### config.mk
export PLATFORM = sky130hd
export DESIGN_NAME = dedup_stack_with_search_unit
export DESIGN_NICKNAME = d
export VERILOG_FILES = /design/src/hdl/dss_pkg.sv /design/src/hdl/dedup_stack_with_search_unit.sv /design/src/hdl/dss_mem.sv /design/src/hdl/dss_seq.sv
export SDC_FILE = /design/constraint.sdc
export NUM_CORES = 1
export LEC_CHECK = 0
export BUFFER_PORTS_ARGS = -buffer_cell sky130_fd_sc_hd__buf_2
export CAP_MARGIN = 20
export CELL_PAD_IN_SITES_DETAIL_PLACEMENT = 1
export CELL_PAD_IN_SITES_GLOBAL_PLACEMENT = 1
export CORE_MARGIN = 3
export CORE_UTILIZATION = 50
export CTS_BUF_LIST = sky130_fd_sc_hd__clkbuf_8
export DETAILED_ROUTE_END_ITERATION = 6
export GPL_ROUTABILITY_DRIVEN = 0
export PLACE_DENSITY_LB_ADDON = 0.1
export SLEW_MARGIN = 40
export SYNTH_ARGS = -nofsm -noshare
export SYNTH_HDL_FRONTEND = slang
export SYNTH_SLANG_ARGS = --single-unit
### constraint.sdc
create_clock -name i_clk -period 10 [get_ports i_clk]
set_input_delay 2.5 -clock i_clk [delete_from_list [all_inputs] [get_ports i_clk]]
set_output_delay 2.5 -clock i_clk [all_outputs]
set_load 0.05 [all_outputs]
### src/hdl/dss_pkg.sv
`default_nettype none
// ----------------------------------------------------------------------------
// dss_pkg
// Shared codes, state type and result bundle for the de-duplicating stack.
// ----------------------------------------------------------------------------
package dss_pkg;

    localparam int unsigned KindW   = 2;
    localparam int unsigned StatW   = 2;
    localparam int unsigned DataW   = 32;
    localparam int unsigned CountW  = 5;

    localparam logic [KindW-1:0] KIND_PUSH   = 2'd0;
    localparam logic [KindW-1:0] KIND_POP    = 2'd1;
    localparam logic [KindW-1:0] KIND_SEARCH = 2'd2;

    localparam logic [StatW-1:0] STAT_OK    = 2'd0;
    localparam logic [StatW-1:0] STAT_DUP   = 2'd1;
    localparam logic [StatW-1:0] STAT_EMPTY = 2'd2;
    localparam logic [StatW-1:0] STAT_FULL  = 2'd3;

    typedef enum logic [2:0] {
        S_IDLE,
        S_SCAN,
        S_APPLY,
        S_POP_RD,
        S_DONE
    } t_state;

    typedef struct packed {
        logic wr_en;
        logic rd_en;
    } t_mem_ctl;

    typedef struct packed {
        logic [StatW-1:0]         status;
        logic                     found;
        logic signed [DataW-1:0]  top_value;
        logic signed [DataW-1:0]  bottom_value;
        logic [CountW-1:0]        entry_count;
        logic                     is_empty;
    } t_result;

endpackage
`default_nettype wire

### src/hdl/dedup_stack_with_search_unit.sv
`default_nettype none
// ----------------------------------------------------------------------------
// dedup_stack_with_search_unit
// Bounded LIFO of signed 32-bit values that refuses duplicate pushes.
// ----------------------------------------------------------------------------
//  channel | direction | handshake                  | payload
//  --------+-----------+----------------------------+---------------------------
//  in      | sink      | i_in_valid / o_in_ready    | i_kind, i_value
//  out     | source    | o_out_valid / i_out_ready  | o_status, o_found,
//          |           |                            | o_top_value, o_bottom_value,
//          |           |                            | o_entry_count, o_is_empty
//
//  Push and search scan the stored entries (one memory read per
//  stored entry, one trailing compare), stopping the scan early on a hit,
//  then take one update and one hand-off step; the result loads as the
//  sequencer returns to idle for the next beat. Pop and the unused kind skip
//  the scan; a pop that must fetch the new top adds a read step. The single
//  read port of the entry memory, feeding one comparator, sets the scan length.
//  Reset clears the fill level and the sequencer; entries need no clearing.
//  A stalled output beat holds in the output register; the next input beat is
//  still accepted and its result waits in the sequencer until the slot frees.
// ----------------------------------------------------------------------------
module dedup_stack_with_search_unit #(
    parameter int unsigned DEPTH = 16
) (
    input  wire                              i_clk,
    input  wire                              i_rst_n,
    input  wire                              i_in_valid,
    output logic                             o_in_ready,
    input  wire [dss_pkg::KindW-1:0]         i_kind,
    input  wire signed [dss_pkg::DataW-1:0]  i_value,
    output logic                             o_out_valid,
    input  wire                              i_out_ready,
    output logic [dss_pkg::StatW-1:0]        o_status,
    output logic                             o_found,
    output logic signed [dss_pkg::DataW-1:0] o_top_value,
    output logic signed [dss_pkg::DataW-1:0] o_bottom_value,
    output logic [dss_pkg::CountW-1:0]       o_entry_count,
    output logic                             o_is_empty
);

    // address width of the entry memory and width of the fill counter
    localparam int unsigned AW = (DEPTH > 1) ? $clog2(DEPTH) : 1;
    localparam int unsigned CW = $clog2(DEPTH + 1);

    dss_pkg::t_mem_ctl          mem_ctl;
    logic [AW-1:0]              wr_addr;
    logic [AW-1:0]              rd_addr;
    logic [dss_pkg::DataW-1:0]  wr_data;
    logic [dss_pkg::DataW-1:0]  rd_data;
    logic                       seq_idle;
    logic                       res_valid;
    dss_pkg::t_result           res;
    logic                       out_free;

    logic                       r_out_valid, n_out_valid;
    dss_pkg::t_result           r_out, n_out;

    // the output slot is free when empty or draining this cycle
    assign out_free   = !r_out_valid || i_out_ready;
    assign o_in_ready = seq_idle;

    dss_mem #(
        .DEPTH (DEPTH),
        .AW    (AW)
    ) u_mem (
        .i_clk     (i_clk),
        .i_ctl     (mem_ctl),
        .i_wr_addr (wr_addr),
        .i_wr_data (wr_data),
        .i_rd_addr (rd_addr),
        .o_rd_data (rd_data)
    );

    dss_seq #(
        .DEPTH (DEPTH),
        .AW    (AW),
        .CW    (CW)
    ) u_seq (
        .i_clk       (i_clk),
        .i_rst_n     (i_rst_n),
        .i_start     (i_in_valid && seq_idle),
        .i_kind      (i_kind),
        .i_value     (i_value),
        .i_out_free  (out_free),
        .i_rd_data   (rd_data),
        .o_idle      (seq_idle),
        .o_mem_ctl   (mem_ctl),
        .o_wr_addr   (wr_addr),
        .o_wr_data   (wr_data),
        .o_rd_addr   (rd_addr),
        .o_res_valid (res_valid),
        .o_res       (res)
    );

    // output register: load a finished result, drop valid once taken
    always_comb begin
        n_out_valid = r_out_valid;
        n_out       = r_out;
        if (res_valid) begin
            n_out_valid = 1'b1;
            n_out       = res;
        end else if (i_out_ready) begin
            n_out_valid = 1'b0;
        end
    end

    always_ff @(posedge i_clk) begin
        if (!i_rst_n) begin
            r_out_valid <= 1'b0;
        end else begin
            r_out_valid <= n_out_valid;
        end
    end

    always_ff @(posedge i_clk) begin
        r_out <= n_out;
    end

    assign o_out_valid    = r_out_valid;
    assign o_status       = r_out.status;
    assign o_found        = r_out.found;
    assign o_top_value    = r_out.top_value;
    assign o_bottom_value = r_out.bottom_value;
    assign o_entry_count  = r_out.entry_count;
    assign o_is_empty     = r_out.is_empty;

    // one item at a time: after an accept the input side closes
    a_busy_after_accept : assert property (@(posedge i_clk) disable iff (!i_rst_n)
        (i_in_valid && o_in_ready) |=> !o_in_ready)
        else $error("input accepted while sequencer busy");

    // an empty stack reports zero top and bottom
    a_empty_zero : assert property (@(posedge i_clk) disable iff (!i_rst_n)
        (o_out_valid && o_is_empty) |-> (o_top_value == 0 && o_bottom_value == 0))
        else $error("empty result carries stale entries");

    // a duplicate rejection always comes with a hit
    a_dup_found : assert property (@(posedge i_clk) disable iff (!i_rst_n)
        (o_out_valid && o_status == dss_pkg::STAT_DUP) |-> o_found)
        else $error("duplicate status without found flag");

    // a result is only loaded into a free slot
    a_no_overwrite : assert property (@(posedge i_clk) disable iff (!i_rst_n)
        (res_valid) |-> out_free)
        else $error("result overwrote a pending beat");

endmodule
`default_nettype wire

### src/hdl/dss_mem.sv
`default_nettype none
// ----------------------------------------------------------------------------
// dss_mem
// Entry storage: one write port, one read port with registered read data.
// ----------------------------------------------------------------------------
module dss_mem #(
    parameter int unsigned DEPTH = 16,
    parameter int unsigned AW    = 4
) (
    input  wire                           i_clk,
    input  wire dss_pkg::t_mem_ctl        i_ctl,
    input  wire [AW-1:0]                  i_wr_addr,
    input  wire [dss_pkg::DataW-1:0]      i_wr_data,
    input  wire [AW-1:0]                  i_rd_addr,
    output logic [dss_pkg::DataW-1:0]     o_rd_data
);

    logic [dss_pkg::DataW-1:0] r_mem [DEPTH];

    always_ff @(posedge i_clk) begin
        if (i_ctl.wr_en) begin
            r_mem[i_wr_addr] <= i_wr_data;
        end
    end

    always_ff @(posedge i_clk) begin
        if (i_ctl.rd_en) begin
            o_rd_data <= r_mem[i_rd_addr];
        end
    end

endmodule
`default_nettype wire

### src/hdl/dss_seq.sv
`default_nettype none
// ----------------------------------------------------------------------------
// dss_seq
// Sequencer: scans entries through the shared comparator, then applies the
// push or pop and builds the result beat.
// ----------------------------------------------------------------------------
module dss_seq #(
    parameter int unsigned DEPTH = 16,
    parameter int unsigned AW    = 4,
    parameter int unsigned CW    = 5
) (
    input  wire                              i_clk,
    input  wire                              i_rst_n,
    input  wire                              i_start,
    input  wire [dss_pkg::KindW-1:0]         i_kind,
    input  wire signed [dss_pkg::DataW-1:0]  i_value,
    input  wire                              i_out_free,
    input  wire [dss_pkg::DataW-1:0]         i_rd_data,
    output logic                             o_idle,
    output dss_pkg::t_mem_ctl                o_mem_ctl,
    output logic [AW-1:0]                    o_wr_addr,
    output logic [dss_pkg::DataW-1:0]        o_wr_data,
    output logic [AW-1:0]                    o_rd_addr,
    output logic                             o_res_valid,
    output dss_pkg::t_result                 o_res
);

    localparam logic [CW-1:0] FullLevel = CW'(DEPTH);
    localparam logic [CW-1:0] One       = CW'(1);

    dss_pkg::t_state                r_state, n_state;
    logic [dss_pkg::KindW-1:0]      r_kind, n_kind;
    logic [dss_pkg::DataW-1:0]      r_value, n_value;
    logic [CW-1:0]                  r_idx, n_idx;
    logic                           r_cmp_v, n_cmp_v;
    logic [CW-1:0]                  r_fill, n_fill;
    logic [dss_pkg::DataW-1:0]      r_top, n_top;
    logic [dss_pkg::DataW-1:0]      r_bottom, n_bottom;
    logic [dss_pkg::StatW-1:0]      r_status, n_status;
    logic                           r_found, n_found;
    logic [31:0]                    fill_ext;
    logic                           hit;

    always_ff @(posedge i_clk) begin
        if (!i_rst_n) begin
            r_state <= dss_pkg::S_IDLE;
            r_fill  <= '0;
            r_cmp_v <= 1'b0;
        end else begin
            r_state <= n_state;
            r_fill  <= n_fill;
            r_cmp_v <= n_cmp_v;
        end
    end

    always_ff @(posedge i_clk) begin
        r_kind   <= n_kind;
        r_value  <= n_value;
        r_idx    <= n_idx;
        r_top    <= n_top;
        r_bottom <= n_bottom;
        r_status <= n_status;
        r_found  <= n_found;
    end

    assign hit      = r_cmp_v && (i_rd_data == r_value);
    assign fill_ext = 32'(r_fill);

    always_comb begin
        n_state   = r_state;
        n_kind    = r_kind;
        n_value   = r_value;
        n_idx     = r_idx;
        n_cmp_v   = 1'b0;
        n_fill    = r_fill;
        n_top     = r_top;
        n_bottom  = r_bottom;
        n_status  = r_status;
        n_found   = r_found;
        o_mem_ctl = '0;
        o_wr_addr = r_fill[AW-1:0];
        o_wr_data = r_value;
        o_rd_addr = r_idx[AW-1:0];
        o_res_valid = 1'b0;
        o_idle    = (r_state == dss_pkg::S_IDLE);

        o_res.status       = r_status;
        o_res.found        = r_found;
        o_res.top_value    = (r_fill == '0) ? '0 : r_top;
        o_res.bottom_value = (r_fill == '0) ? '0 : r_bottom;
        o_res.entry_count  = fill_ext[dss_pkg::CountW-1:0];
        o_res.is_empty     = (r_fill == '0);

        unique case (r_state)
            dss_pkg::S_IDLE: begin
                if (i_start) begin
                    n_kind   = i_kind;
                    n_value  = i_value;
                    n_idx    = '0;
                    n_found  = 1'b0;
                    n_status = dss_pkg::STAT_OK;
                    if (i_kind == dss_pkg::KIND_PUSH || i_kind == dss_pkg::KIND_SEARCH) begin
                        n_state = dss_pkg::S_SCAN;
                    end else begin
                        n_state = dss_pkg::S_APPLY;
                    end
                end
            end
            dss_pkg::S_SCAN: begin
                // compare the entry read last cycle while issuing the next read
                if (hit) begin
                    n_found = 1'b1;
                    n_state = dss_pkg::S_APPLY;
                end else if (r_idx < r_fill) begin
                    o_mem_ctl.rd_en = 1'b1;
                    n_idx   = r_idx + One;
                    n_cmp_v = 1'b1;
                end else begin
                    n_state = dss_pkg::S_APPLY;
                end
            end
            dss_pkg::S_APPLY: begin
                n_state = dss_pkg::S_DONE;
                case (r_kind)
                    dss_pkg::KIND_PUSH: begin
                        if (r_found) begin
                            n_status = dss_pkg::STAT_DUP;
                        end else if (r_fill == FullLevel) begin
                            n_status = dss_pkg::STAT_FULL;
                        end else begin
                            o_mem_ctl.wr_en = 1'b1;
                            n_fill = r_fill + One;
                            n_top  = r_value;
                            if (r_fill == '0) begin
                                n_bottom = r_value;
                            end
                        end
                    end
                    dss_pkg::KIND_POP: begin
                        if (r_fill == '0) begin
                            n_status = dss_pkg::STAT_EMPTY;
                        end else begin
                            n_fill = r_fill - One;
                            if (r_fill > One) begin
                                // fetch the entry that becomes the new top
                                o_mem_ctl.rd_en = 1'b1;
                                o_rd_addr = AW'(r_fill - One - One);
                                n_state   = dss_pkg::S_POP_RD;
                            end
                        end
                    end
                    default: begin
                    end
                endcase
            end
            dss_pkg::S_POP_RD: begin
                n_top   = i_rd_data;
                n_state = dss_pkg::S_DONE;
            end
            dss_pkg::S_DONE: begin
                if (i_out_free) begin
                    o_res_valid = 1'b1;
                    n_state     = dss_pkg::S_IDLE;
                end
            end
            default: begin
                n_state = dss_pkg::S_IDLE;
            end
        endcase
    end

endmodule
`default_nettype wire
==> Word level (Yosys, flattened, before mapping) <==
Memory sizes are Yosys's and may differ from the RTL's. A register that Yosys moved wholly into a read port is not among the register bits.
Index checks and enable logic that the tools add are counted.
{ "classes": {"addsub": 4, "magnitude_cmp": 2, "eq_ne": 23, "n_mux": 50, "bitwise_logic": 2, "n_reduce_logical": 23} }
{ "ops": {"columns": ["op", "n"], "rows": [
  ["$mux 32", 3],
  ["$pmux 32 s2", 1],
  ["$eq 32x32->1", 1],
  ["$mux 5", 6],
  ["$mux 3", 7],
  ["$pmux 5 s2", 2],
  ["$mux 1", 17],
  ["$mux 4", 4],
  ["$ne 2x2->1 const B", 8],
  ["$pmux 3 s5", 1],
  ["$reduce_and 5->1", 3],
  ["$add 5x1->5 const B", 2],
  ["$mux 2", 5],
  ["$reduce_bool 2->1", 5],
  ["$pmux 2 s2", 2],
  ["$reduce_and 4->1", 2],
  ["$eq 3x2->1 const B", 2],
  ["$ne 2x1->1 const B", 3],
  ["$ne 3x3->1 const B", 2],
  ["$reduce_and 3->1", 2],
  ["$eq 5x5->1 const B", 1],
  ["$gt 5x1->1 const B", 1],
  ["$logic_not 5->1", 1],
  ["$lt 5x5->1", 1],
  ["16 further kinds", 22]
]} }
{ "totals": {"regBits": 189, "mem_bits_rw": 512, "inputBits": 38, "output_inout_bits": 75, "wordCells": 122, "n_memories": 1} }
{ "memory_table": {"columns": ["memory", "depth", "word_bits", "read_ports", "rd_clocked_by_memory_dff", "wr", "line_no", "source"], "rows": [
  ["u_mem.r_mem", 16, 32, 1, 1, 1, "dss_mem.sv:18", "logic [dss_pkg::DataW-1:0] r_mem [DEPTH];"]
]} }

==> Longest topological paths before layout <==
Gate-level depths: netlist of run 1.
{ "depth": {"word_depth": 7, "depth_mapped": 14, "mapped_depth_nobuf": 9} }

==> Modules after synthesis <==
From an unflattened synthesis of run 1, not the netlist that was laid out.
{ "unflattened": {"cells_unflattened": 1303, "hier_area_um2": 27652.8} }
{ "by_module_without_submodules": {"columns": ["module", "instances", "cells_per_inst", "area_each_um2", "seq_area_each_um2"], "rows": [
  ["dss_mem", 1, 838, 20155.6, 16335.7],
  ["dss_seq", 1, 387, 5250.0, 3363.2],
  ["dedup_stack_with_search_unit", 1, 78, 2247.2, 2212.1]
]} }

==> Worst setup path after synthesis of run 1 <==
OpenSTA, ideal clock, no wires.
{ "synth_path": {"path_type": "input to register", "from": "input i_out_ready", "to": "register r_out, in the netlist o_bottom_value[0], enable pin", "setup_time_ns": 0.504, "t_arrival_ns": 5.617, "t_required_ns": 9.496, "path_slack_ns": 3.878, "path_stages": 2, "path_buffers": 0, "path_cell_list": "nor2b_1 nor2_1"} }
{ "synth_between": {"elab_chain_len": 3} }
{ "synth_rtl": {"columns": ["item", "line_no", "source"], "rows": [
  ["from (decl)", "dedup_stack_with_search_unit.sv:33", "input wire i_out_ready,"],
  ["$logic_or 1x1->1", "dedup_stack_with_search_unit.sv:60", "assign out_free = !r_out_valid || i_out_ready;"],
  ["$mux 1", "dss_seq.sv:161", "if (i_out_free) begin"],
  ["$mux 1", "dss_seq.sv:94", "unique case (r_state)"],
  ["to (signal assigned)", "dedup_stack_with_search_unit.sv:117", "r_out <= n_out;"],
  ["to (decl)", "dedup_stack_with_search_unit.sv:57", "dss_pkg::t_result r_out, n_out;"]
]} }
Every way passes these cells.
A chain may end at the register's enable or synchronous reset.

==> results by group, run 1 <==
Route
  • Number of nets still failing antenna checks after routing: 0
  • Total via count after detailed routing: 18400
  • Number of DRC markers in iteration 0: 1788
  • TritonRoute pass-1 iters: 7
  • Detailed-route wire length per cell: 27.9 um
  • Via/cell ratio: 6.18
  • DRC: 0
  • Routed wire length: 82900 um

STA
  • Max Clk Rate: 165 MHz
  • Part of the cycle the worst path needs: 60.7%
  • Final hold viol count: 0
  • Clock period minus final worst setup slack: 6.07 ns
  • Unrepaired setup endpoints after global routing: false
  • Worst-margin pin slew: 0.853 ns
  • Total negative setup slack: 0 ns
  • Rel. slew slack: 43.1%
  • Clock skew after layout: 0.0207 ns
  • Final max-slew violation count: 0
  • Setup-failing EPs final: 0

Setup path
  • Critical Path End Type: flip-flop
  • Worst path top cell family by delay: buffers and inverters
  • Depth of the most critical reg-to-reg path: 11
  • Critical path buffers and inverters: 5
  • Critical path class: reg2reg
  • WP depth: 11
  • Nature of the critical path startpoint: flip-flop
  • CP max stage cell: and3_4
  • Most Frequent Cell on Critical Path: buf_4
  • Longest individual stage delay on the worst path: 0.81 ns
  • List of cells traversed by the critical path: inv_1 -> ha_1 -> or4b_4 -> inv_2 -> o21ai_4 -> buf_4 -> and3_4 -> buf_4 -> buf_4 -> a311oi_1 -> or4_1
  • Worst path required time: 10.41 ns
  • Data arrival time of the critical path: 6.48 ns
  • Highest fanout seen on the critical path: 69

Yosys
  • Number of flip-flops and latches in the synthesized netlist: 733
  • Post-synth EDFFs: 723
  • Syn_area_per_cell: 14.9 um^2
  • Total number of yosys warnings: 0
  • Number of cells produced by synthesis: 1993
  • Main flop type after synthesis: edfxtp_1
  • Synth Net Count: 2042
  • Asr flop ratio synth: 0%
  • Count of cell types in the netlist: 46
  • Share of synthesized area occupied by flip-flops and latches: 73.7%
  • Summed instance area of the synthesized netlist: 29700 um^2

Layout
  • Multi-input gate area: 6900 um^2
  • Sequential cell area: 21900 um^2
  • Number of fill cells in the layout: 5499
  • Most common library cell in the layout ignoring fill and taps: edfxtp_1
  • Most used cells in the layout excluding fill and tap cells: 723 x edfxtp_1, 192 x inv_1, 146 x nand2_1, 129 x a31oi_1, 129 x a211oi_1
  • NumNets Final: 2169
  • Layout overhead on the synthesized area: 12.5%
  • Final core utilization: 57.4%
  • Layout cell share with drive strength beyond 1: 18.0%
  • Final instance area: 33400 um^2

Die
  • Placement row count: 88
  • Floorplan die width: 250 um
  • Core region area: 58200 um^2
  • IO Count: 113
  • Starting Density: 51.0%
  • Floorplan die area: 62400 um^2
  • Vertical die dimension: 250 um

Power and ir drop
  • Post-layout power: 6.83 mW
  • Leak: 11.3 nW
  • Worst VDD drop: 0.000122 V
  • Power density of the placed cells: 204 nW/um^2

Clocking
  • CTS root buf: clkbuf_8
  • Clock tree sinks: 733
  • Post-CTS Repair Setup Buffers: 0
  • Number of buffers inserted for hold repair after clock tree synthesis: 0
  • Clock tree from TritonCTS: built
  • Number of buffers created by CTS: 117
  • Number of cells upsized or downsized after cts: 0
  • Clock network latency to the later pin of the worst-skew pair: 0.70 ns
  • Max clock buf depth: 3
  • Clk slew on worst S/H paths: 0.06 ns
  • Number of H-tree levels: 3

Placement
  • Post-place instance area: 31400 um^2
  • DPL Wire Length: 45300 um
  • IO Port Bufs: 112

GRT
  • Via count of the first global-routing pass: 19200
  • Wire length of the first global-routing pass: 123000 um
  • Global-route usage over all layers: 26.2%
  • Maximum number of pins on one net before global-route repair: 108
  • Number of antenna violations at the first check in global routing: 2
  • GR Overflow Total: 0

Min path
  • Class of the worst hold path: reg2reg
  • Hold Crit Depth: 0

Outcome
  • Outcome: completed

Run
  • Maximum capacitance violations: 0
-- layout make-up --
type | instances | area share (%)
clock buffer | 122 | 5.02
multi-input combinational | 952 | 20.6
inverter | 142 | 1.60
timing repair buffer | 174 | 3.30
antenna | 2 | 0.0150
clock inverter | 84 | 1.03
tap | 765 | 2.86
sequential | 733 | 65.5
-- flip-flops by register name, summed over array words and instances (netlist names) --
register / cells
u_mem.r_mem: 512
u_mem.o_rd_data: 32
u_seq.r_fill: 5
u_seq.o_wr_data: 32
o_out_valid: 1
o_found: 1
u_seq.r_bottom: 32
u_seq.r_status: 2
u_seq.r_cmp_v: 1
u_seq.r_kind: 2
u_seq.r_found: 1
o_bottom_value: 32
o_is_empty: 1
u_seq.r_idx: 5
o_top_value: 32
o_entry_count: 5
u_seq.r_state: 3
u_seq.r_top: 32
o_status: 2
-- cell families (layout without fill, tap and decap cells) --
| group | after synthesis | in the layout | synth area share, % |
|---|---|---|---|
| other | 0 | 2 | 0 |
| AO/OA/AOI/OAI | 480 | 480 | 12.5 |
| buffers and inverters | 308 | 522 | 4.00 |
| flip-flops | 733 | 733 | 73.7 |
| adder cells (fa/ha/maj) | 11 | 11 | 0.463 |
| XOR/XNOR | 44 | 44 | 1.30 |
| multiplexers | 36 | 36 | 1.36 |
| AND/OR/NAND/NOR | 381 | 381 | 6.64 |
-- Yosys cell counts, types with 4 or more instances --
| master | number | area [um^2] |
|---|---|---|
| clkbuf_1 | 144 | 541 |
| buf_1 | 7 | 26.3 |
| dfxtp_1 | 10 | 200 |
| mux2_2 | 34 | 383 |
| nor2b_1 | 4 | 25.0 |
| or4_1 | 32 | 240 |
| buf_2 | 13 | 65.1 |
| or3_1 | 4 | 25.0 |
| xor2_1 | 5 | 43.8 |
| inv_1 | 141 | 529 |
| a211oi_1 | 129 | 968 |
| nand2_1 | 148 | 556 |
| nand4_1 | 10 | 62.6 |
| a221oi_2 | 20 | 300 |
| o21ai_0 | 6 | 30.0 |
| a31oi_1 | 129 | 807 |
| nand3_1 | 4 | 20.0 |
| nor4_1 | 68 | 425 |
| a311oi_1 | 65 | 569 |
| nor3_1 | 9 | 45.0 |
| edfxtp_1 | 723 | 21700 |
| ha_1 | 11 | 138 |
| and2_1 | 65 | 407 |
| xnor2_1 | 39 | 342 |
| a21oi_1 | 9 | 45.0 |
| o21a_1 | 65 | 488 |
| nor2_1 | 30 | 113 |
| a221oi_1 | 44 | 385 |
-- through the flow --
step	hold slack [ns]	std cells	worst slack, ns
global placement	0.420	2764	3.82
detailed placement	0.411	2766	3.98
floorplan	0.400	1993	3.88
CTS	0.421	2972	3.96
finish	0.419	2974	3.93
global route	0.441	2973	3.49
-- worst register-to-register path: cells and delay by family (launching register included) --
kind	cells	cell delay (ns)
AND/OR/NAND/NOR	3	1.98
adder cells (fa/ha/maj)	1	0.30
flip-flops	1	0.70
buffers and inverters	5	2.40
AO/OA/AOI/OAI	2	0.41
-- final timing paths --
check	from	endpoint	slack, ns
min	u_seq.r_status[1]	o_status[1]	0.42
max reg2reg	u_seq.r_fill[0]	u_mem.o_rd_data[12]	3.93
max	u_seq.r_fill[0]	u_mem.o_rd_data[12]	3.93
min reg2reg	u_seq.r_status[1]	o_status[1]	0.42
-- layer usage --
layer	global-route usage [%]	share of wire (%)	up-vias
met5	0	0	-
met4	9.68	2.9	0
met3	5.79	8.0	154
met2	42.4	48	736
met1	35.1	41	9417
li1	-	-	8084
-- power breakdown --
part,switching (mW),internal [mW]
logic,0.708,0.272
registers,0.0744,3.52
clock network,1.14,1.12
total,1.92,4.90
No activity file was read; power rests on OpenSTA's default activity.
==> inputs of run 2 (changes only) <==
--- a/config.mk
+++ b/config.mk
@@ -5,12 +5,13 @@
 export SDC_FILE = /design/constraint.sdc
 export NUM_CORES = 1
 export LEC_CHECK = 0
+export ABC_AREA = 1
 export BUFFER_PORTS_ARGS = -buffer_cell sky130_fd_sc_hd__buf_2
 export CAP_MARGIN = 20
 export CELL_PAD_IN_SITES_DETAIL_PLACEMENT = 1
 export CELL_PAD_IN_SITES_GLOBAL_PLACEMENT = 1
 export CORE_MARGIN = 3
-export CORE_UTILIZATION = 50
+export CORE_UTILIZATION = 47
 export CTS_BUF_LIST = sky130_fd_sc_hd__clkbuf_8
 export DETAILED_ROUTE_END_ITERATION = 6
 export GPL_ROUTABILITY_DRIVEN = 0
==> constraint.sdc (replaced) <==
create_clock -name i_clk -period 5.1 [get_ports i_clk]
set_input_delay 1.275 -clock i_clk [delete_from_list [all_inputs] [get_ports i_clk]]
set_output_delay 1.275 -clock i_clk [all_outputs]
set_load 0.05 [all_outputs]
==> results by group, run 2 <==
Outcome
  • Outcome: completed

Yosys
  • Synth Net Count: 2883 (+41%)
  • Top cell type's share of synthesized area: 69.7% (-3.4 points)
  • Number of flip-flops and latches in the synthesized netlist: 733 (unchanged)
  • Total number of yosys warnings: 0 (unchanged)
  • Share of synthesized area occupied by flip-flops and latches: 70.3% (-3.4 points)
  • Post-synth EDFFs: 723 (unchanged)
  • Asr flop ratio synth: 0% (unchanged)
  • Leading area contributor after synthesis: edfxtp_1
  • Syn_area_per_cell: 11.0 um^2 (-26%)
  • Cells taking the most area after synthesis: edfxtp_1 70%, nand3_1 9.9%, inv_1 7.7%
  • Most repeated cell in the gate-level netlist after synthesis: edfxtp_1
  • Summed instance area of the synthesized netlist: 31200 um^2 (+4.8%)
  • Number of cells produced by synthesis: 2834 (+42%)
  • Count of cell types in the netlist: 36 (-22%)
  • Post-synth top cells: 723 x edfxtp_1, 636 x inv_1, 619 x nand3_1
  • Main flop type after synthesis: edfxtp_1

Clocking
  • Clk slew on worst S/H paths: 0.06 ns (about the same)
  • Post-CTS Repair Setup Buffers: 0 (unchanged)
  • Number of cells upsized or downsized after cts: 0 (unchanged)
  • Clock tree sinks: 733 (unchanged)
  • Clock tree from TritonCTS: built
  • Clock network latency to the later pin of the worst-skew pair: 0.72 ns (+0.02 ns)
  • Max clock buf depth: 3 (unchanged)
  • CTS root buf: clkbuf_8
  • Number of buffers created by CTS: 119 (+1.7%)
  • Number of buffers inserted for hold repair after clock tree synthesis: 0 (unchanged)
  • Number of H-tree levels: 3 (unchanged)

GRT
  • Via count of the first global-routing pass: 22500 (+17%)
  • Wire length of the first global-routing pass: 139000 um (+13%)
  • Maximum number of pins on one net before global-route repair: 111 (+2.8%)
  • Number of antenna violations at the first check in global routing: 5 (+3)
  • GR Overflow Total: 0 (unchanged)
  • Global-route usage over all layers: 26.6% (+0.36 points)

Route
  • Number of DRC markers in iteration 0: 1925 (+7.7%)
  • DRC: 0 (unchanged)
  • TritonRoute pass-1 iters: 5 (-2)
  • Routed wire length: 92400 um (+11%)
  • Number of nets still failing antenna checks after routing: 0 (unchanged)
  • Total via count after detailed routing: 21500 (+17%)
  • Detailed-route wire length per cell: 23.2 um (-17%)
  • Via/cell ratio: 5.42 (-12%)

Setup path
  • CP max stage cell: nand2_8
  • Worst path top cell family by delay: simple AND/OR/NAND/NOR gates
  • Nature of the critical path startpoint: flip-flop
  • Critical path class: reg2reg
  • Critical Path End Type: flip-flop
  • List of cells traversed by the critical path: inv_1 -> ha_1 -> nand3_2 -> nand2_1 -> inv_2 -> nand3_4 -> nand2_4 -> nand2_8 -> buf_4 -> nand2_1 -> nand3_1 -> nand3_1 -> nand3_1 -> nand2_1
  • Data arrival time of the critical path: 4.69 ns (-1.79 ns)
  • Longest individual stage delay on the worst path: 0.63 ns (-0.18 ns)
  • Worst path required time: 5.67 ns (-4.74 ns)
  • Highest fanout seen on the critical path: 110 (+59%)
  • Critical path buffers and inverters: 3 (-2)

Min path
  • Class of the worst hold path: reg2reg

Die
  • IO Count: 113 (unchanged)
  • Core region area: 65000 um^2 (+12%)
  • Vertical die dimension: 263 um (+5.5%)
  • Floorplan die area: 69400 um^2 (+11%)
  • Placement row count: 93 (+5.7%)
  • Floorplan die width: 263 um (+5.5%)
  • Starting Density: 47.9% (-3.1 points)

Placement
  • IO Port Bufs: 112 (unchanged)
  • DPL Wire Length: 56300 um (+24%)
  • Place WS: 1.09 ns (-2.89 ns)
  • Post-place instance area: 33300 um^2 (+6.1%)
  • Count of placed standard cells including taps: 3754 (+36%)

STA
  • Unrepaired setup endpoints after global routing: false
  • Final hold viol count: 0 (unchanged)
  • Total negative setup slack: 0 ns (unchanged)
  • Worst-margin pin slew: 0.876 ns (+0.0227 ns)
  • Final Worst Setup Slack: 0.978 ns (-2.96 ns)
  • Clock period minus final worst setup slack: 4.12 ns (-1.94 ns)
  • Part of the cycle the worst path needs: 80.8% (+20 points)
  • Rel. slew slack: 41.6% (-1.5 points)
  • Setup-failing EPs final: 0 (unchanged)
  • Clock skew after layout: 0.0195 ns (-0.00124 ns)
  • Final max-slew violation count: 0 (unchanged)
  • Max Clk Rate: 243 MHz (+47%)

Layout
  • Sequential cell area: 21900 um^2 (unchanged)
  • NumNets Final: 3073 (+42%)
  • Final core utilization: 54.7% (-2.7 points)
  • Number of fill cells in the layout: 6935 (+26%)
  • Register containing the most flip-flops in the final layout: u_mem.r_mem
  • Layout overhead on the synthesized area: 14.1%
  • Layout cell share with drive strength beyond 1: 12.8% (-5.2 points)
  • Most common library cell in the layout ignoring fill and taps: edfxtp_1
  • Most used cells in the layout excluding fill and tap cells: 723 x edfxtp_1, 684 x inv_1, 617 x nand3_1, 527 x nand2_1, 126 x clkbuf_8
  • Number of flip-flops under the largest register name: 512 (unchanged)
  • Final instance area: 35500 um^2 (+6.3%)
  • Non-Filler Instances: 3975 (+34%)
  • Multi-input gate area: 6500 um^2 (-5.8%)

Power and ir drop
  • Worst VDD drop: 0.000216 V (+77%)
  • Power density of the placed cells: 376 nW/um^2 (+84%)
  • Leak: 15.4 nW (+37%)

Run
  • Maximum capacitance violations: 0 (unchanged)
-- run 2: logic make-up (layout without fill, tap and decap cells) --
logic type / count (synthesis) / count (layout) / synth area share, %
flip-flops: 733 / 733 / 70.3
XOR/XNOR: 20 / 20 / 0.562
buffers and inverters: 771 / 1056 / 9.61
multiplexers: 12 / 12 / 0.434
other: 0 / 1 / 0
AO/OA/AOI/OAI: 60 / 60 / 1.06
adder cells (fa/ha/maj): 11 / 11 / 0.442
AND/OR/NAND/NOR: 1227 / 1227 / 17.6
-- run 2: path summary, 6_finish.rpt --
path,cells past startpoint,from,slack (ns),end
hold reg to reg,0,u_seq.r_status[1],0.44,o_status[1]
hold / removal,0,u_seq.r_status[1],0.44,o_status[1]
setup reg to reg,14,u_seq.r_fill[0],0.98,u_mem.o_rd_data[3]
setup / recovery,14,u_seq.r_fill[0],0.98,u_mem.o_rd_data[3]
-- run 2: worst reg2reg max path: cells and delay by family (launching register included) --
family / cells / cell delay (ns)
flip-flops: 1 / 0.62
AND/OR/NAND/NOR: 10 / 2.08
buffers and inverters: 3 / 0.98
adder cells (fa/ha/maj): 1 / 0.31
-- run 2: metal layers --
| layer | wire, um | track usage, % | vias to the layer above |
|---|---|---|---|
| li1 | - | - | 9703 |
| met1 | 39200 | 36.5 | 10800 |
| met2 | 43300 | 43.0 | 828 |
| met3 | 7560 | 4.98 | 150 |
| met4 | 2320 | 8.79 | 0 |
| met5 | 0 | 0 | - |
-- run 2: layout make-up --
cell class / instances / share of cell area [%]
antenna: 1 / 0.00704
clock buffer: 125 / 4.84
clock inverter: 91 / 1.25
inverter: 640 / 6.76
multi-input combinational: 1330 / 18.3
sequential: 733 / 61.6
tap: 855 / 3.01
timing repair buffer: 200 / 4.22
-- run 2: power by group --
| part | switching [mW] | total, mW | internal, mW | leakage, nW |
|---|---|---|---|---|
| sequential | 0.0835 | 6.93 | 6.85 | 6.63 |
| combinational | 1.30 | 1.74 | 0.441 | 7.46 |
| clock | 2.29 | 4.69 | 2.40 | 1.29 |
-- run 2: stage by stage --
stage,hold slack (ns),total power [mW]
floorplan,0.400,8.11
global route,0.447,13.9
global placement,0.430,8.73
finish,0.435,13.4
detailed placement,0.423,8.78
CTS,0.444,13.5
==> inputs of run 3 (changes only) <==
==> constraint.sdc (replaced) <==
create_clock -name i_clk -period 3.5 [get_ports i_clk]
set_input_delay 0.875 -clock i_clk [delete_from_list [all_inputs] [get_ports i_clk]]
set_output_delay 0.875 -clock i_clk [all_outputs]
set_load 0.05 [all_outputs]
==> results by group, run 3 (synthesized netlist as in run 2, its figures left out) <==
Power and ir drop
  • Proportion of power drawn by flip-flops and latches: 50.3% (-1.6 points)
  • Combinational fraction of design power: 13.0% (about the same)
  • Design internal power: 14.6 mW (+51%)
  • Post-layout power: 20.2 mW (+51%)
  • Leak: 15.5 nW (+0.90%)
  • Power share of the clock group: 36.6% (+1.5 points)
  • Share of total power consumed by net switching: 27.8% (+0.24 points)
  • Power density of the placed cells: 562 nW/um^2 (+49%)
  • Sw Pwr: 5.60 mW (+52%)
  • Worst VDD drop: 0.000369 V (+71%)

GRT
  • Maximum number of pins on one net before global-route repair: 81 (-27%)
  • Global-route usage over all layers: 28.0% (+1.3 points)
  • Number of antenna violations at the first check in global routing: 7 (+2)
  • Wire length of the first global-routing pass: 144000 um (+3.3%)
  • Via count of the first global-routing pass: 22600 (+0.64%)
  • GR Overflow Total: 0 (unchanged)

Min path
  • Worst Hold Endpoint: u_seq.o_wr_data[1]
  • Class of the worst hold path: in2reg
  • Hold Crit Start: i_value[1]
  • Hold Crit Depth: 1 (+1)

STA
  • Max Clk Rate: 323 MHz (+33%)
  • Worst-margin pin slew: 0.844 ns (-0.0317 ns)
  • Total negative setup slack: 0 ns (unchanged)
  • Rel. slew slack: 43.7% (+2.1 points)
  • Final max-slew violation count: 0 (unchanged)
  • Setup-failing EPs final: 0 (unchanged)
  • Fin Hold WS: 0.265 ns (-0.171 ns)
  • Part of the cycle the worst path needs: 88.3% (+7.5 points)
  • Unrepaired setup endpoints after global routing: false
  • Final hold viol count: 0 (unchanged)
  • Clock skew after layout: 0.0223 ns (+0.00285 ns)
  • Clock period minus final worst setup slack: 3.09 ns (-1.03 ns)

Clocking
  • Clock tree sinks: 733 (unchanged)
  • Clk slew on worst S/H paths: 0.06 ns (about the same)
  • Number of H-tree levels: 4 (+1)
  • Max clock buf depth: 3 (unchanged)
  • Clock tree from TritonCTS: built
  • Clock network latency to the later pin of the worst-skew pair: 0.78 ns (+0.06 ns)
  • Number of buffers inserted for hold repair after clock tree synthesis: 0 (unchanged)
  • CTS root buf: clkbuf_8
  • Number of buffers created by CTS: 130 (+9.2%)

Layout
  • Layout cell share with drive strength beyond 1: 13.7% (+0.97 points)
  • NumNets Final: 3099 (+0.85%)
  • Most common library cell in the layout ignoring fill and taps: edfxtp_1
  • Number of flip-flops under the largest register name: 512 (unchanged)
  • Layout overhead on the synthesized area: 15.4%
  • Most used cells in the layout excluding fill and tap cells: 723 x edfxtp_1, 670 x inv_1, 617 x nand3_1, 527 x nand2_1, 136 x clkbuf_8
  • Register containing the most flip-flops in the final layout: u_mem.r_mem

Die
  • Floorplan die area: 69400 um^2 (unchanged)
  • Core region area: 65000 um^2 (unchanged)
  • Starting Density: 47.9% (unchanged)
  • Placement row count: 93 (unchanged)
  • Floorplan die width: 263 um (unchanged)
  • Vertical die dimension: 263 um (unchanged)
  • IO Count: 113 (unchanged)

Setup path
  • Critical Path End Type: flip-flop
  • Data arrival time of the critical path: 3.74 ns (-0.95 ns)
  • Worst path top cell family by delay: simple AND/OR/NAND/NOR gates
  • Nature of the critical path startpoint: flip-flop
  • Critical path buffers and inverters: 4 (+1)
  • Critical path class: reg2reg
  • Highest fanout seen on the critical path: 24 (-78%)
  • Internal reg-to-reg setup slack: 0.41 ns (-0.57 ns)
  • Depth of the most critical reg-to-reg path: 14 (unchanged)
  • List of cells traversed by the critical path: inv_1 -> ha_1 -> nand3_2 -> nand2_1 -> inv_2 -> nand3_4 -> inv_2 -> nand2_1 -> nand2_4 -> buf_4 -> nand3_1 -> nand3_1 -> nand3_1 -> nand2_1
  • Endpoint of the lowest-slack register-to-register path: u_mem.o_rd_data[4]
  • CP max stage cell: dfxtp_1
  • Worst path required time: 4.14 ns (-1.53 ns)
  • Launching point of the worst reg2reg path: u_seq.r_fill[1]
  • Longest individual stage delay on the worst path: 0.45 ns (-0.18 ns)

Route
  • Number of nets still failing antenna checks after routing: 0 (unchanged)
  • TritonRoute pass-1 iters: 7 (+2)
  • Number of DRC markers in iteration 0: 2032 (+5.6%)
  • Total via count after detailed routing: 21700 (+0.92%)
  • Detailed-route wire length per cell: 24.2 um (+4.2%)
  • Routed wire length: 96700 um (+4.7%)
  • Via/cell ratio: 5.44 (+0.36%)
  • DRC: 0 (unchanged)

Placement
  • IO Port Bufs: 112 (unchanged)
  • DPL Wire Length: 56500 um (+0.33%)

Outcome
  • Outcome: completed

Run
  • Maximum capacitance violations: 0 (unchanged)
## run 3: changes by cell type in the layout (fill, tap and decap cells not counted), sizes merged
| cell | previous run | this run |
|---|---|---|
| clkinvlp | 2 | 8 |
| inv | 690 | 678 |
| clkbuf | 126 | 136 |
| diode | 1 | 2 |
| buf | 199 | 215 |
| bufinv | 3 | 4 |
## run 3: layout make-up
cell class,instances,area (um^2)
multi-input combinational,1330,6500
fill,6974,29100
tap,855,1070
antenna,2,5.00
inverter,640,2410
timing repair buffer,215,1700
clock inverter,86,487
sequential,733,21900
clock buffer,136,1870
## run 3: power groups by stage
stage,clock network (mW),registers (mW),logic [mW]
CTS,7.56,10.2,2.62
floorplan,0,10.4,1.37
global route,7.97,10.2,2.86
global placement,0,10.3,2.52
finish,7.40,10.2,2.63
detailed placement,0,10.3,2.60
## run 3: worst reg2reg max path, cell delays in order (launching register included)
cell	delay (ns)
dfxtp_1	0.45
inv_1	0.18
ha_1	0.26
nand3_2	0.10
nand2_1	0.11
inv_2	0.11
nand3_4	0.15
inv_2	0.22
nand2_1	0.13
nand2_4	0.34
buf_4	0.40
nand3_1	0.17
nand3_1	0.13
nand3_1	0.12
nand2_1	0.09
## run 3: how the worst max path moves through the flow
stage | start | to | slack, ns | cells after the start
2_1_floorplan | i_out_ready | o_bottom_value[0] | 0.24 | 2
3_3_place_gp | u_seq.r_fill[1] | u_mem.o_rd_data[23] | 0.56 | 12
3_5_place_dp | u_seq.r_fill[1] | u_mem.o_rd_data[9] | 0.42 | 13
4_1_cts | u_seq.r_fill[1] | u_mem.o_rd_data[14] | 0.42 | 13
5_1_grt | u_seq.r_fill[1] | u_mem.o_rd_data[23] | 0.16 | 13
6_report | u_seq.r_fill[1] | u_mem.o_rd_data[4] | 0.41 | 14
## run 3: repair_timing
| action | CTS | global route |
|---|---|---|
| resized for setup | 0 | 1 |
| setup endpoints to repair | 0 | 18 |
| setup buffers | 0 | 0 |
## run 3: layer usage
layer  global-route usage [%]  part of all wire [%]  vias up
li1                         -                     -     9748
met1                     37.8                    42    11000
met2                     45.9                    48      850
met3                     5.19                   7.1      162
met4                     9.18                   2.6        2
met5                        0                 0.013        -
## run 3: per-stage QoR
step	cell area (um^2)	setup slack [ns]	utilization [%]	instances
floorplan	31200	0.241	-	2834
global placement	33600	0.557	51.6	3772
detailed placement	33600	0.424	51.6	3772
CTS	35900	0.423	55.2	3994
global route	36000	0.162	55.3	3997
finish	36000	0.409	55.3	3997
